## config.mk

```make
export PLATFORM = sky130hd
export DESIGN_NAME = ata_pio_taskfile_sequencer
export DESIGN_NICKNAME = d
export VERILOG_FILES = /design/src/hdl/atapts_pkg.sv /design/src/hdl/atapts_front.sv /design/src/hdl/atapts_queue.sv /design/src/hdl/atapts_back.sv /design/src/hdl/ata_pio_taskfile_sequencer.sv
export SDC_FILE = /design/constraint.sdc
export NUM_CORES = 1
export LEC_CHECK = 0
export ABC_AREA = 0
export BUFFER_PORTS_ARGS = -buffer_cell sky130_fd_sc_hd__clkbuf_2
export CAP_MARGIN = 15
export CORE_UTILIZATION = 64
export DETAILED_ROUTE_END_ITERATION = 10
export GPL_ROUTABILITY_DRIVEN = 1
export PLACE_DENSITY = 0.82
export SLEW_MARGIN = 40
export SYNTH_ARGS = -nofsm -noshare
export SYNTH_HDL_FRONTEND = slang
export SYNTH_SLANG_ARGS = --single-unit
```

## constraint.sdc

```tcl
create_clock -name clk_i -period 8.4 [get_ports clk_i]
set_input_delay 1.68 -clock clk_i [delete_from_list [all_inputs] [get_ports clk_i]]
set_output_delay 1.68 -clock clk_i [all_outputs]
set_load 0.05 [all_outputs]
```

## src/hdl/atapts_pkg.sv

```systemverilog
`timescale 1ns / 1ps
// ----------------------------------------------------------------------------
// ATA PIO task-file sequencer package
// Shared widths, register indexes, task-file codes and the descriptor type
// that passes from the classifying front end to the port-write back end.
// ----------------------------------------------------------------------------
package atapts_pkg;

  // Field widths.
  localparam int unsigned PORT_W    = 16;
  localparam int unsigned LBA_W     = 32;
  localparam int unsigned COUNT_W   = 16;
  localparam int unsigned MASK_W    = 4;
  localparam int unsigned CFG_IDX_W = 3;
  localparam int unsigned SECT_W    = 6;
  localparam int unsigned HEAD_W    = 4;

  // Default drive geometry for CHS translation.
  localparam int unsigned SECTORS_PER_TRACK_DEF  = 63;
  localparam int unsigned HEADS_PER_CYLINDER_DEF = 16;

  // Descriptor queue depth; a power of two.
  localparam int unsigned QUEUE_DEPTH = 4;

  // Configuration register indexes.
  localparam logic [CFG_IDX_W-1:0] REG_PRI_CMD_BASE  = 3'd0;
  localparam logic [CFG_IDX_W-1:0] REG_PRI_CTRL_BASE = 3'd1;
  localparam logic [CFG_IDX_W-1:0] REG_SEC_CMD_BASE  = 3'd2;
  localparam logic [CFG_IDX_W-1:0] REG_SEC_CTRL_BASE = 3'd3;
  localparam logic [CFG_IDX_W-1:0] REG_LBA_MASK      = 3'd4;

  // Reset values of the configuration registers.
  localparam logic [PORT_W-1:0] PRI_CMD_BASE_RST  = 16'h01F0;
  localparam logic [PORT_W-1:0] PRI_CTRL_BASE_RST = 16'h03F4;
  localparam logic [PORT_W-1:0] SEC_CMD_BASE_RST  = 16'h0170;
  localparam logic [PORT_W-1:0] SEC_CTRL_BASE_RST = 16'h0374;
  localparam logic [MASK_W-1:0] LBA_MASK_RST      = 4'h0;

  // Register offsets within the command and control blocks.
  localparam logic [2:0] OFS_DEV_CTRL = 3'd2;
  localparam logic [2:0] OFS_COUNT    = 3'd2;
  localparam logic [2:0] OFS_LBA0     = 3'd3;
  localparam logic [2:0] OFS_LBA1     = 3'd4;
  localparam logic [2:0] OFS_LBA2     = 3'd5;
  localparam logic [2:0] OFS_SELECT   = 3'd6;
  localparam logic [2:0] OFS_COMMAND  = 3'd7;

  // Task-file byte codes.
  localparam logic [7:0] DEV_CTRL_NIEN = 8'h02;
  localparam logic [7:0] DEV_CTRL_HOB  = 8'h82;
  localparam logic [7:0] SEL_LBA       = 8'hE0;
  localparam logic [7:0] SEL_CHS       = 8'hA0;
  localparam logic [7:0] CMD_READ      = 8'h20;
  localparam logic [7:0] CMD_READ_EXT  = 8'h24;
  localparam logic [7:0] CMD_WRITE     = 8'h30;
  localparam logic [7:0] CMD_WRITE_EXT = 8'h34;

  // Configuration register set.
  typedef struct packed {
    logic [PORT_W-1:0] pri_cmd_base;
    logic [PORT_W-1:0] pri_ctrl_base;
    logic [PORT_W-1:0] sec_cmd_base;
    logic [PORT_W-1:0] sec_ctrl_base;
    logic [MASK_W-1:0] lba_mask;
  } cfg_t;

  // One classified request, ready to be written out.
  typedef struct packed {
    logic              ext;
    logic [PORT_W-1:0] cmd_base;
    logic [PORT_W-1:0] ctrl_base;
    logic [7:0]        select;
    logic [7:0]        count;
    logic [7:0]        lba0;
    logic [7:0]        lba1;
    logic [7:0]        lba2;
    logic [7:0]        lba3;
    logic [7:0]        command;
  } task_t;

endpackage

```

## src/hdl/atapts_front.sv

```systemverilog
`timescale 1ns / 1ps
// ----------------------------------------------------------------------------
// ATA PIO task-file sequencer front end
// Three-stage pipeline that classifies each request (LBA48, LBA28 or CHS),
// translates the address to CHS by constant reciprocal multiplication and
// builds the task-file descriptor. One request may enter every cycle.
// ----------------------------------------------------------------------------
module atapts_front import atapts_pkg::*; #(
  parameter int unsigned SECTORS_PER_TRACK  = SECTORS_PER_TRACK_DEF,
  parameter int unsigned HEADS_PER_CYLINDER = HEADS_PER_CYLINDER_DEF
) (
  input  logic               clk_i,
  input  logic               rst_ni,
  input  logic               accept_i,
  input  logic               bus_channel_i,
  input  logic               unit_i,
  input  logic               is_write_i,
  input  logic [LBA_W-1:0]   block_address_i,
  input  logic [COUNT_W-1:0] sector_count_i,
  input  cfg_t               cfg_i,
  output logic               push_o,
  output task_t              task_o
);

  // Exact division of any value below 2^28 by a constant d: multiply by
  // ceil(2^(28+ceil(log2 d)) / d) and shift.
  localparam int unsigned LoW      = 28;
  localparam int unsigned MulW     = LoW + 1;
  localparam int unsigned ProdW    = LoW + MulW;
  localparam int unsigned SptShift = LoW + $clog2(SECTORS_PER_TRACK);
  localparam int unsigned HpcShift = LoW + $clog2(HEADS_PER_CYLINDER);
  localparam logic [63:0] SptMulFull =
    ((64'd1 << SptShift) + 64'(SECTORS_PER_TRACK) - 64'd1) / 64'(SECTORS_PER_TRACK);
  localparam logic [63:0] HpcMulFull =
    ((64'd1 << HpcShift) + 64'(HEADS_PER_CYLINDER) - 64'd1) / 64'(HEADS_PER_CYLINDER);
  localparam logic [MulW-1:0] SptMul = SptMulFull[MulW-1:0];
  localparam logic [MulW-1:0] HpcMul = HpcMulFull[MulW-1:0];
  localparam logic [LoW-1:0]  SptVal = LoW'(SECTORS_PER_TRACK);
  localparam logic [LoW-1:0]  HpcVal = LoW'(HEADS_PER_CYLINDER);

  // Stage A: capture request, classify, start the sector division.
  logic              a_valid_q;
  logic              a_ext_q, a_cap_q, a_unit_q, a_wr_q;
  logic [LBA_W-1:0]  a_lba_q;
  logic [7:0]        a_count_q;
  logic [PORT_W-1:0] a_cmd_base_q, a_ctrl_base_q;
  logic [ProdW-1:0]  a_prod_q;

  logic              a_ext_d, a_cap_d;
  logic [7:0]        a_count_d;
  logic [PORT_W-1:0] a_cmd_base_d, a_ctrl_base_d;
  logic [ProdW-1:0]  a_prod_d;

  always_comb begin
    a_ext_d       = |block_address_i[LBA_W-1:LoW];
    a_cap_d       = cfg_i.lba_mask[{bus_channel_i, unit_i}];
    a_count_d     = (|sector_count_i[COUNT_W-1:8]) ? 8'h00 : sector_count_i[7:0];
    a_cmd_base_d  = bus_channel_i ? cfg_i.sec_cmd_base : cfg_i.pri_cmd_base;
    a_ctrl_base_d = bus_channel_i ? cfg_i.sec_ctrl_base : cfg_i.pri_ctrl_base;
    a_prod_d      = ProdW'(block_address_i[LoW-1:0]) * ProdW'(SptMul);
  end

  // Stage B: sector number and start of the head/cylinder division.
  logic              b_valid_q;
  logic              b_ext_q, b_cap_q, b_unit_q, b_wr_q;
  logic [LBA_W-1:0]  b_lba_q;
  logic [7:0]        b_count_q;
  logic [PORT_W-1:0] b_cmd_base_q, b_ctrl_base_q;
  logic [LoW-1:0]    b_quot_q;
  logic [SECT_W-1:0] b_sect_q;
  logic [ProdW-1:0]  b_prod_q;

  logic [ProdW-1:0]  quot_wide;
  logic [LoW-1:0]    quot_d;
  logic [LoW-1:0]    rem_full;
  logic [SECT_W-1:0] sect_d;
  logic [ProdW-1:0]  b_prod_d;

  always_comb begin
    quot_wide = a_prod_q >> SptShift;
    quot_d    = quot_wide[LoW-1:0];
    rem_full  = a_lba_q[LoW-1:0] - quot_d * SptVal;
    sect_d    = rem_full[SECT_W-1:0] + SECT_W'(1);
    b_prod_d  = ProdW'(quot_d) * ProdW'(HpcMul);
  end

  // Valid bits of the two pipeline registers.
  always_ff @(posedge clk_i or negedge rst_ni) begin
    if (!rst_ni) begin
      a_valid_q <= 1'b0;
      b_valid_q <= 1'b0;
    end else begin
      a_valid_q <= accept_i;
      b_valid_q <= a_valid_q;
    end
  end

  // Pipeline payload.
  always_ff @(posedge clk_i) begin
    a_ext_q       <= a_ext_d;
    a_cap_q       <= a_cap_d;
    a_unit_q      <= unit_i;
    a_wr_q        <= is_write_i;
    a_lba_q       <= block_address_i;
    a_count_q     <= a_count_d;
    a_cmd_base_q  <= a_cmd_base_d;
    a_ctrl_base_q <= a_ctrl_base_d;
    a_prod_q      <= a_prod_d;

    b_ext_q       <= a_ext_q;
    b_cap_q       <= a_cap_q;
    b_unit_q      <= a_unit_q;
    b_wr_q        <= a_wr_q;
    b_lba_q       <= a_lba_q;
    b_count_q     <= a_count_q;
    b_cmd_base_q  <= a_cmd_base_q;
    b_ctrl_base_q <= a_ctrl_base_q;
    b_quot_q      <= quot_d;
    b_sect_q      <= sect_d;
    b_prod_q      <= b_prod_d;
  end

  // Stage C: cylinder and head, then assemble the descriptor.
  logic [ProdW-1:0]  cyl_wide;
  logic [LoW-1:0]    cyl;
  logic [LoW-1:0]    head_full;
  logic [HEAD_W-1:0] head;

  always_comb begin
    cyl_wide  = b_prod_q >> HpcShift;
    cyl       = cyl_wide[LoW-1:0];
    head_full = b_quot_q - cyl * HpcVal;
    head      = head_full[HEAD_W-1:0];

    task_o           = '0;
    task_o.ext       = b_ext_q;
    task_o.cmd_base  = b_cmd_base_q;
    task_o.ctrl_base = b_ctrl_base_q;
    task_o.count     = b_count_q;
    task_o.lba3      = b_lba_q[31:24];

    if (b_ext_q) begin
      task_o.select  = SEL_LBA | {3'b000, b_unit_q, 4'h0};
      task_o.lba0    = b_lba_q[7:0];
      task_o.lba1    = b_lba_q[15:8];
      task_o.lba2    = b_lba_q[23:16];
      task_o.command = b_wr_q ? CMD_WRITE_EXT : CMD_READ_EXT;
    end else if (b_cap_q) begin
      task_o.select  = SEL_LBA | {3'b000, b_unit_q, b_lba_q[27:24]};
      task_o.lba0    = b_lba_q[7:0];
      task_o.lba1    = b_lba_q[15:8];
      task_o.lba2    = b_lba_q[23:16];
      task_o.command = b_wr_q ? CMD_WRITE : CMD_READ;
    end else begin
      task_o.select  = SEL_CHS | {3'b000, b_unit_q, head};
      task_o.lba0    = {2'b00, b_sect_q};
      task_o.lba1    = cyl[7:0];
      task_o.lba2    = cyl[15:8];
      task_o.command = b_wr_q ? CMD_WRITE : CMD_READ;
    end
  end

  assign push_o = b_valid_q;

endmodule

```

## src/hdl/atapts_queue.sv

```systemverilog
`timescale 1ns / 1ps
// ----------------------------------------------------------------------------
// ATA PIO task-file sequencer descriptor queue
// Small FIFO between the front end and the port-write back end. The top
// level keeps it from overflowing by counting requests in flight.
// ----------------------------------------------------------------------------
module atapts_queue import atapts_pkg::*; (
  input  logic  clk_i,
  input  logic  rst_ni,
  input  logic  push_i,
  input  task_t data_i,
  input  logic  pop_i,
  output logic  empty_o,
  output task_t data_o
);

  localparam int unsigned PtrW = $clog2(QUEUE_DEPTH);
  localparam int unsigned CntW = $clog2(QUEUE_DEPTH + 1);

  task_t           mem_q [QUEUE_DEPTH];
  logic [PtrW-1:0] wr_ptr_q, rd_ptr_q;
  logic [CntW-1:0] fill_q;

  // Pointers and fill level.
  always_ff @(posedge clk_i or negedge rst_ni) begin
    if (!rst_ni) begin
      wr_ptr_q <= '0;
      rd_ptr_q <= '0;
      fill_q   <= '0;
    end else begin
      if (push_i) begin
        wr_ptr_q <= wr_ptr_q + PtrW'(1);
      end
      if (pop_i) begin
        rd_ptr_q <= rd_ptr_q + PtrW'(1);
      end
      if (push_i && !pop_i) begin
        fill_q <= fill_q + CntW'(1);
      end else if (pop_i && !push_i) begin
        fill_q <= fill_q - CntW'(1);
      end
    end
  end

  // Storage.
  always_ff @(posedge clk_i) begin
    if (push_i) begin
      mem_q[wr_ptr_q] <= data_i;
    end
  end

  assign empty_o = (fill_q == '0);
  assign data_o  = mem_q[rd_ptr_q];

endmodule

```

## src/hdl/atapts_back.sv

```systemverilog
`timescale 1ns / 1ps
// ----------------------------------------------------------------------------
// ATA PIO task-file sequencer back end
// Walks the write sequence of the descriptor at the head of the queue, one
// port write per cycle while one is queued, and goes straight on to the next.
// ----------------------------------------------------------------------------
module atapts_back import atapts_pkg::*; (
  input  logic              clk_i,
  input  logic              rst_ni,
  input  logic              empty_i,
  input  task_t             task_i,
  output logic              pop_o,
  output logic              strobe_o,
  output logic [PORT_W-1:0] port_address_o,
  output logic [7:0]        write_data_o,
  output logic              last_write_o
);

  // Sequence steps; the HOB block is only taken for LBA48.
  localparam logic [4:0] STEP_NIEN      = 5'd0;
  localparam logic [4:0] STEP_SELECT    = 5'd1;
  localparam logic [4:0] STEP_HOB0_SET  = 5'd2;
  localparam logic [4:0] STEP_HOB0_WR   = 5'd3;
  localparam logic [4:0] STEP_HOB0_CLR  = 5'd4;
  localparam logic [4:0] STEP_HOB1_SET  = 5'd5;
  localparam logic [4:0] STEP_HOB1_WR   = 5'd6;
  localparam logic [4:0] STEP_HOB1_CLR  = 5'd7;
  localparam logic [4:0] STEP_HOB2_SET  = 5'd8;
  localparam logic [4:0] STEP_HOB2_WR   = 5'd9;
  localparam logic [4:0] STEP_HOB2_CLR  = 5'd10;
  localparam logic [4:0] STEP_HOB3_SET  = 5'd11;
  localparam logic [4:0] STEP_HOB3_WR   = 5'd12;
  localparam logic [4:0] STEP_HOB3_CLR  = 5'd13;
  localparam logic [4:0] STEP_COUNT     = 5'd14;
  localparam logic [4:0] STEP_LBA0      = 5'd15;
  localparam logic [4:0] STEP_LBA1      = 5'd16;
  localparam logic [4:0] STEP_LBA2      = 5'd17;
  localparam logic [4:0] STEP_CMD       = 5'd18;

  logic [4:0]        step_q, step_d;
  logic              strobe_q;
  logic [PORT_W-1:0] port_q, port_d;
  logic [7:0]        data_q, data_d;
  logic              last_q, last_d;
  logic              use_ctrl;
  logic [2:0]        ofs;

  // Port and data of the current step.
  always_comb begin
    use_ctrl = 1'b0;
    ofs      = OFS_COMMAND;
    data_d   = 8'h00;
    last_d   = 1'b0;
    case (step_q)
      STEP_NIEN: begin
        use_ctrl = 1'b1;
        ofs      = OFS_DEV_CTRL;
        data_d   = DEV_CTRL_NIEN;
      end
      STEP_SELECT: begin
        ofs    = OFS_SELECT;
        data_d = task_i.select;
      end
      STEP_HOB0_SET, STEP_HOB1_SET, STEP_HOB2_SET, STEP_HOB3_SET: begin
        use_ctrl = 1'b1;
        ofs      = OFS_DEV_CTRL;
        data_d   = DEV_CTRL_HOB;
      end
      STEP_HOB0_CLR, STEP_HOB1_CLR, STEP_HOB2_CLR, STEP_HOB3_CLR: begin
        use_ctrl = 1'b1;
        ofs      = OFS_DEV_CTRL;
        data_d   = DEV_CTRL_NIEN;
      end
      STEP_HOB0_WR: begin
        ofs = OFS_COUNT;
      end
      STEP_HOB1_WR: begin
        ofs    = OFS_LBA0;
        data_d = task_i.lba3;
      end
      STEP_HOB2_WR: begin
        ofs = OFS_LBA1;
      end
      STEP_HOB3_WR: begin
        ofs = OFS_LBA2;
      end
      STEP_COUNT: begin
        ofs    = OFS_COUNT;
        data_d = task_i.count;
      end
      STEP_LBA0: begin
        ofs    = OFS_LBA0;
        data_d = task_i.lba0;
      end
      STEP_LBA1: begin
        ofs    = OFS_LBA1;
        data_d = task_i.lba1;
      end
      STEP_LBA2: begin
        ofs    = OFS_LBA2;
        data_d = task_i.lba2;
      end
      STEP_CMD: begin
        ofs    = OFS_COMMAND;
        data_d = task_i.command;
        last_d = 1'b1;
      end
      default: begin
        ofs = OFS_COMMAND;
      end
    endcase
    port_d = (use_ctrl ? task_i.ctrl_base : task_i.cmd_base) + PORT_W'(ofs);
  end

  // Step sequencing; LBA28 and CHS skip the HOB block.
  always_comb begin
    step_d = step_q;
    pop_o  = 1'b0;
    if (!empty_i) begin
      if (step_q == STEP_CMD) begin
        step_d = STEP_NIEN;
        pop_o  = 1'b1;
      end else if (step_q == STEP_SELECT && !task_i.ext) begin
        step_d = STEP_COUNT;
      end else if (step_q > STEP_CMD) begin
        step_d = STEP_NIEN;
      end else begin
        step_d = step_q + 5'd1;
      end
    end
  end

  // Control registers.
  always_ff @(posedge clk_i or negedge rst_ni) begin
    if (!rst_ni) begin
      step_q   <= STEP_NIEN;
      strobe_q <= 1'b0;
    end else begin
      step_q   <= step_d;
      strobe_q <= !empty_i;
    end
  end

  // Result registers.
  always_ff @(posedge clk_i) begin
    port_q <= port_d;
    data_q <= data_d;
    last_q <= last_d;
  end

  assign strobe_o       = strobe_q;
  assign port_address_o = port_q;
  assign write_data_o   = data_q;
  assign last_write_o   = last_q;

endmodule

```

## src/hdl/ata_pio_taskfile_sequencer.sv

```systemverilog
`timescale 1ns / 1ps
// ----------------------------------------------------------------------------
// ATA PIO task-file sequencer
// A request passes the stage A and B registers and the queue before the back
// end strobes its first port write. The back end issues one port write per
// cycle while a request is queued, and requests follow gapless.
// Reset: registers return to the standard primary and secondary port bases,
// no unit LBA-capable, and any queued requests are dropped.
// ----------------------------------------------------------------------------
module ata_pio_taskfile_sequencer import atapts_pkg::*; #(
  parameter int unsigned SECTORS_PER_TRACK  = SECTORS_PER_TRACK_DEF,
  parameter int unsigned HEADS_PER_CYLINDER = HEADS_PER_CYLINDER_DEF
) (
  input  logic                 clk_i,
  input  logic                 rst_ni,
  input  logic                 start,
  output logic                 busy,
  input  logic                 bus_channel_i,
  input  logic                 unit_i,
  input  logic                 is_write_i,
  input  logic [LBA_W-1:0]     block_address_i,
  input  logic [COUNT_W-1:0]   sector_count_i,
  input  logic                 cfg_valid_i,
  output logic                 cfg_ready_o,
  input  logic [CFG_IDX_W-1:0] cfg_index_i,
  input  logic [PORT_W-1:0]    cfg_data_i,
  output logic                 out_strobe_o,
  output logic [PORT_W-1:0]    port_address_o,
  output logic [7:0]           write_data_o,
  output logic                 last_write_o
);

  localparam int unsigned OccW = $clog2(QUEUE_DEPTH + 1);

  cfg_t            cfg_q;
  logic [OccW-1:0] occ_q;
  logic            accept;
  logic            push;
  logic            pop;
  logic            empty;
  task_t           front_task;
  task_t           head_task;

  // Configuration registers; writes are always taken.
  assign cfg_ready_o = 1'b1;

  always_ff @(posedge clk_i or negedge rst_ni) begin
    if (!rst_ni) begin
      cfg_q.pri_cmd_base  <= PRI_CMD_BASE_RST;
      cfg_q.pri_ctrl_base <= PRI_CTRL_BASE_RST;
      cfg_q.sec_cmd_base  <= SEC_CMD_BASE_RST;
      cfg_q.sec_ctrl_base <= SEC_CTRL_BASE_RST;
      cfg_q.lba_mask      <= LBA_MASK_RST;
    end else if (cfg_valid_i) begin
      case (cfg_index_i)
        REG_PRI_CMD_BASE:  cfg_q.pri_cmd_base  <= cfg_data_i;
        REG_PRI_CTRL_BASE: cfg_q.pri_ctrl_base <= cfg_data_i;
        REG_SEC_CMD_BASE:  cfg_q.sec_cmd_base  <= cfg_data_i;
        REG_SEC_CTRL_BASE: cfg_q.sec_ctrl_base <= cfg_data_i;
        REG_LBA_MASK:      cfg_q.lba_mask      <= cfg_data_i[MASK_W-1:0];
        default: begin
        end
      endcase
    end
  end

  // Requests in the front pipeline or the queue; full means no new request.
  assign accept = start && !busy;
  assign busy   = (occ_q == OccW'(QUEUE_DEPTH));

  always_ff @(posedge clk_i or negedge rst_ni) begin
    if (!rst_ni) begin
      occ_q <= '0;
    end else if (accept && !pop) begin
      occ_q <= occ_q + OccW'(1);
    end else if (pop && !accept) begin
      occ_q <= occ_q - OccW'(1);
    end
  end

  atapts_front #(
    .SECTORS_PER_TRACK  (SECTORS_PER_TRACK),
    .HEADS_PER_CYLINDER (HEADS_PER_CYLINDER)
  ) u_front (
    .clk_i           (clk_i),
    .rst_ni          (rst_ni),
    .accept_i        (accept),
    .bus_channel_i   (bus_channel_i),
    .unit_i          (unit_i),
    .is_write_i      (is_write_i),
    .block_address_i (block_address_i),
    .sector_count_i  (sector_count_i),
    .cfg_i           (cfg_q),
    .push_o          (push),
    .task_o          (front_task)
  );

  atapts_queue u_queue (
    .clk_i   (clk_i),
    .rst_ni  (rst_ni),
    .push_i  (push),
    .data_i  (front_task),
    .pop_i   (pop),
    .empty_o (empty),
    .data_o  (head_task)
  );

  atapts_back u_back (
    .clk_i          (clk_i),
    .rst_ni         (rst_ni),
    .empty_i        (empty),
    .task_i         (head_task),
    .pop_o          (pop),
    .strobe_o       (out_strobe_o),
    .port_address_o (port_address_o),
    .write_data_o   (write_data_o),
    .last_write_o   (last_write_o)
  );

endmodule

```

==> results by stage <==
Run status:
- The flow ran to the end, and the final reports show no timing, DRC or antenna violations.

Floorplan:
- For this configuration, the core starts out at a cell density of 65.39%.
- The core area is around 41,000 um2.
- The vertical die dimension is 207.2 um.
- The count of boundary I/O pins is 102.
- The number of placement rows is between 70 and 80.
- The floorplan die area is between 40,000 and 50,000 um2.
- Measured along the x axis, the die boundary spans ~210 um.

CTS:
- The clock insertion delay at the later pin of the skew report is about 0.62 ns.
- The number of buffers inserted for hold repair after clock tree synthesis is 0.
- The number of buffers on the longest clock path is 3.
- The root buffer cell chosen for the clock tree is sky130_fd_sc_hd__clkbuf_16.
- The number of levels the H-tree was split into is 2.
- The number of cells upsized or downsized after cts is 0.
- Counting every sink on the clock net gives approximately 630.
- After clock tree synthesis, the clock-pin slew on the worst setup and hold paths is 0.06 ns.
- The TritonCTS buffer count is between 50 and 60.
- TritonCTS built the clock tree.
- Buffers added to address setup during post-CTS repair amount to 0.

Synth:
- Counting every net in the synthesized netlist gives between 2,000 and 2,500.
- The average instance in the mapped netlist occupies between 15 and 20 um2.
- Sequential cells were found to cover between 60% and 70% of the synthesized design area.
- The synthesized design contains 629 register bits.
- Yosys mapped a number of flops with a built-in enable equal to 320.
- The Yosys step of the flow raised 0 warnings.
- The cell area after synthesis is roughly 27,000 um2.
- The dominant synthesized flop cell is sky130_fd_sc_hd__edfxtp_1.
- The number of instances in the synthesized netlist is approximately 1,700.
- The number of different library cells used by synthesis comes to 71.
- The proportion of register bits with asynchronous set or reset after synthesis is a little over an eighth.

Timing:
- Setup violations remaining at the end of the flow were counted as 0.
- The number of endpoints with negative hold slack in the final report is 0.
- On the final layout, the worst clock skew is ~0.033 ns.
- At the pin with the least slew margin, the transition time is between 0.7 and 0.8 ns.
- The final critical path takes up roughly 74% of the cycle.
- The smallest clock period supported by the final layout is computed as approximately 6.2 ns.
- Setup repair after global routing left no endpoint under its margin.
- The relative max-transition margin is between 40% and 50%.
- Static timing analysis puts the maximum clock frequency at approximately 160 MHz.
- The count of pins over their slew limit is 0.
- The accumulated negative setup slack is 0 ns.

Routing:
- The aggregate routed wire length is 55,000 um.
- The detail-routed net length per standard cell is 22.48 um.
- The first detailed-routing pass took 5 iterations.
- For this block, the via count after detailed routing is 14,400.
- The number of vias per cell after detailed routing is ~5.9.
- In this run, the number of DRC markers left after iteration 0 of detailed routing was between 1,000 and 1,500.
- The number of nets still failing antenna checks after routing is 0.
- The post-detailed-route DRC marker count is 0.

Global route:
- The via count of the first global-routing pass came to about 15,000.
- Summed over all layers, the global routing overflow is 0.
- For this run, the total global-route usage over all layers was measured as a little over a quarter.
- The number of antenna violations at the first check in global routing came to 3.
- The pin count of the biggest net entering global routing is between 70 and 80.
- The first global-routing pass estimated about 86,000 um of wire.

Power:
- The switching power as a share of total power is about 35%.
- For this design the total switching power over the nets is 3.891 mW.
- Summed over all cells, the static leakage comes to ~12 nW.
- The cell internal power dissipation is between 7 and 8 mW.
- The part of the total power dissipated in combinational logic is ~37%.
- The share of total power dissipated in the clock network is 23.4%.
- The peak supply drop is between 0.2 and 0.25 mV.
- The power density relative to cell area is roughly 370 nW/um2.
- The share of total power dissipated in sequential elements is between 30% and 40%.

Layout:
- The count of antenna diodes in the layout is 0.
- The fraction of final layout cells sized beyond drive strength 1 is approximately 25%.
- The fill cell total of the finished layout is between 2,000 and 2,500.
- The final layout net count is approximately 2,200.
- The area growth from synthesis to final layout is 11.54%.
- The count of non-filler cells in the finished layout is approximately 2,400.
- The total non-filler cell area in the finished layout is 30,050 um2.

Place:
- The count of buffers added on input and output ports is 100.
- The number of placed instances, taps included is ~2,300.
- The placer congestion estimate is between 0.8 and 0.9.
- Detailed placement ended at an HPWL of roughly 36,000 um.
- The total cell area at the placement stage is between 20,000 and 30,000 um2.

Setup path:
- At the worst endpoint, the required time is between 8 and 9 ns.
- The kind of launch point of the worst setup path is a primary input.
- The longest individual stage delay on the worst path is around 0.55 ns.
- The maximum fanout along the worst path is 5.
- The element type at the critical path end is a flip-flop.
- The slowest stage of the critical path belongs to the cell sky130_fd_sc_hd__fa_1.
- Data arrives at the worst endpoint at a little under 7 ns.
- The critical path goes through clkbuf_2, ha_1, inv_1, fa_1, fa_1, inv_1, fa_1, inv_1, fa_1, inv_1, ha_1, nand2_1, nor4_4, nand3_1, a21oi_1, nor3_2, o21ai_2, a21oi_1, o41ai_1, xnor2_1.
- The critical path class is in2reg.

Job:
- Max-cap violations in this run came to 0.

Min path:
- The min-delay analysis places its worst path in the category reg2reg.
==> cell type report <==
class	count	area (um2)	share of cell area, %
Sequential cell	629	16260	54.10
Multi-Input combinational cell	902	9948	33.10
Clock buffer	80	1608	5.350
Tap cell	532	665.6	2.215
Timing Repair Buffer	114	641.9	2.136
Inverter	161	604.3	2.011
Clock inverter	29	325.3	1.082
==> flip-flops by register name (all words and copies together) (netlist names), 6 cells and up <==
register and cells:
u_front.b_ctrl_base_q 16, u_back.write_data_o 8, u_front.b_count_q 8, cfg_q 68, u_queue.mem_q 320, u_front.a_ctrl_base_q 16
u_front.a_lba_q 32, u_front.b_lba_q 32, u_front.a_prod_q 20, u_front.a_count_q 8, u_front.a_cmd_base_q 16, u_front.b_cmd_base_q 16
u_front.b_quot_q 20, u_front.b_sect_q 6, u_back.port_address_o 16
==> cell usage after synthesis (14+ instances only) <==
cell type,count,area share (%)
sky130_fd_sc_hd__xor2_1,22,0.72
sky130_fd_sc_hd__o21ai_0,28,0.52
sky130_fd_sc_hd__mux2_2,134,5.6
sky130_fd_sc_hd__xnor2_1,34,1.1
sky130_fd_sc_hd__dfstp_2,22,2.1
sky130_fd_sc_hd__fa_1,68,5.1
sky130_fd_sc_hd__edfxtp_1,320,36
sky130_fd_sc_hd__mux2i_1,16,0.59
sky130_fd_sc_hd__clkbuf_1,19,0.26
sky130_fd_sc_hd__inv_1,161,2.2
sky130_fd_sc_hd__a31oi_1,14,0.33
sky130_fd_sc_hd__dfxtp_1,223,17
sky130_fd_sc_hd__dfrtp_1,64,5.9
sky130_fd_sc_hd__a21oi_1,46,0.85
sky130_fd_sc_hd__nand2_1,54,0.75
sky130_fd_sc_hd__nor2_1,34,0.47
sky130_fd_sc_hd__mux4_2,79,6.6
sky130_fd_sc_hd__ha_1,200,9.3
sky130_fd_sc_hd__a21o_1,20,0.56
==> per-stage QoR <==
stage / utilization, % / setup slack (ns) / hold slack [ns] / total power [mW]
CTS: 72.87 / 2.227 / 0.3096 / 11.29
floorplan: - / 2.202 / 0.3096 / 7.526
global route: 72.94 / 1.898 / 0.3145 / 11.92
detailed placement: 68.17 / 1.631 / 0.3121 / 8.588
global placement: 68.07 / 1.699 / 0.3118 / 8.401
finish: 72.94 / 2.157 / 0.3077 / 11.25
==> cell usage in the layout (no fill, tap or decap), types with 7 or more instances in the layout <==
cell type / synthesis / routed
sky130_fd_sc_hd__dfrtp_1: 64 / 62
sky130_fd_sc_hd__nand2_1: 54 / 54
sky130_fd_sc_hd__o21ai_0: 28 / 28
sky130_fd_sc_hd__and2_1: 13 / 9
sky130_fd_sc_hd__clkbuf_2: 0 / 98
sky130_fd_sc_hd__inv_1: 161 / 161
sky130_fd_sc_hd__mux2i_1: 16 / 16
sky130_fd_sc_hd__nor2b_1: 7 / 7
sky130_fd_sc_hd__nor3_1: 13 / 12
sky130_fd_sc_hd__xnor2_1: 34 / 34
sky130_fd_sc_hd__clkinv_2: 0 / 12
sky130_fd_sc_hd__dfstp_2: 22 / 22
sky130_fd_sc_hd__a21o_1: 20 / 20
sky130_fd_sc_hd__ha_1: 200 / 200
sky130_fd_sc_hd__mux2_2: 134 / 134
sky130_fd_sc_hd__clkbuf_8: 0 / 7
sky130_fd_sc_hd__dfxtp_1: 223 / 223
sky130_fd_sc_hd__a31oi_1: 14 / 14
sky130_fd_sc_hd__a21oi_1: 46 / 46
sky130_fd_sc_hd__a22oi_1: 11 / 11
sky130_fd_sc_hd__clkbuf_1: 19 / 14
sky130_fd_sc_hd__mux4_2: 79 / 79
sky130_fd_sc_hd__buf_4: 8 / 9
sky130_fd_sc_hd__nand3_1: 13 / 12
sky130_fd_sc_hd__fa_1: 68 / 68
sky130_fd_sc_hd__edfxtp_1: 320 / 320
sky130_fd_sc_hd__xor2_1: 22 / 22
sky130_fd_sc_hd__clkbuf_16: 0 / 58
sky130_fd_sc_hd__nor2_1: 34 / 31
sky130_fd_sc_hd__nand4_1: 10 / 10
==> layer usage <==
| layer | routed length (um) | GRT usage (%) | up-vias | share of wire [%] |
|---|---|---|---|---|
| li1 | - | - | 6611 | - |
| met1 | 24230 | 36.91 | 7245 | 44 |
| met2 | 26170 | 42.38 | 462 | 48 |
| met3 | 3330 | 4.397 | 86 | 6.1 |
| met4 | 1265 | 8.080 | 0 | 2.3 |
| met5 | 0 | 0 | - | 0 |
==> power by group through the flow <==
stage                     sequential, mW  combinational [mW]  clock, mW
final                               4.43                4.20       2.63
after CTS                           4.45                4.17       2.67
after detailed placement            4.50                4.09          0
after global routing                4.48                4.63       2.80
after global placement              4.44                3.96          0
after floorplan                     4.51                3.02          0
==> cells by family after synthesis <==
logic type	count (synthesis)	share of synthesized area (%)
AOI/OAI and AO/OA	167	4.156
xor gates and xnor gates	56	1.820
adders and majority gates	268	14.34
buffers and inverters	200	2.958
DFF	629	60.32
muxes	231	12.99
other	1	0.01392
and+or+nand+nor	179	3.395
==> critical path: cells and delay by family <==
family          cells  cell delay, ns
compound gates      4            1.07
xor+xnor            1            0.18
buf+inv             5            0.35
simple gates        4            0.77
fa+ha+maj           6            2.72
==> final timing paths <==
check / slack, ns / from / end / cells past startpoint
max in group asynchronous: 6.55 / rst_ni / cfg_q[4] / 2
max reg2reg: 4.21 / u_back.step_q[1] / u_back.port_address_o[12] / 16
max: 2.16 / block_address_i[21] / u_front.a_prod_q[53] / 20
min in group asynchronous: 0.94 / rst_ni / u_front.a_valid_q / 1
min: 0.31 / u_front.a_prod_q[45] / u_front.b_quot_q[11] / 0
min reg2reg: 0.31 / u_front.a_prod_q[45] / u_front.b_quot_q[11] / 0
No activity file was read; power rests on OpenSTA's default activity.
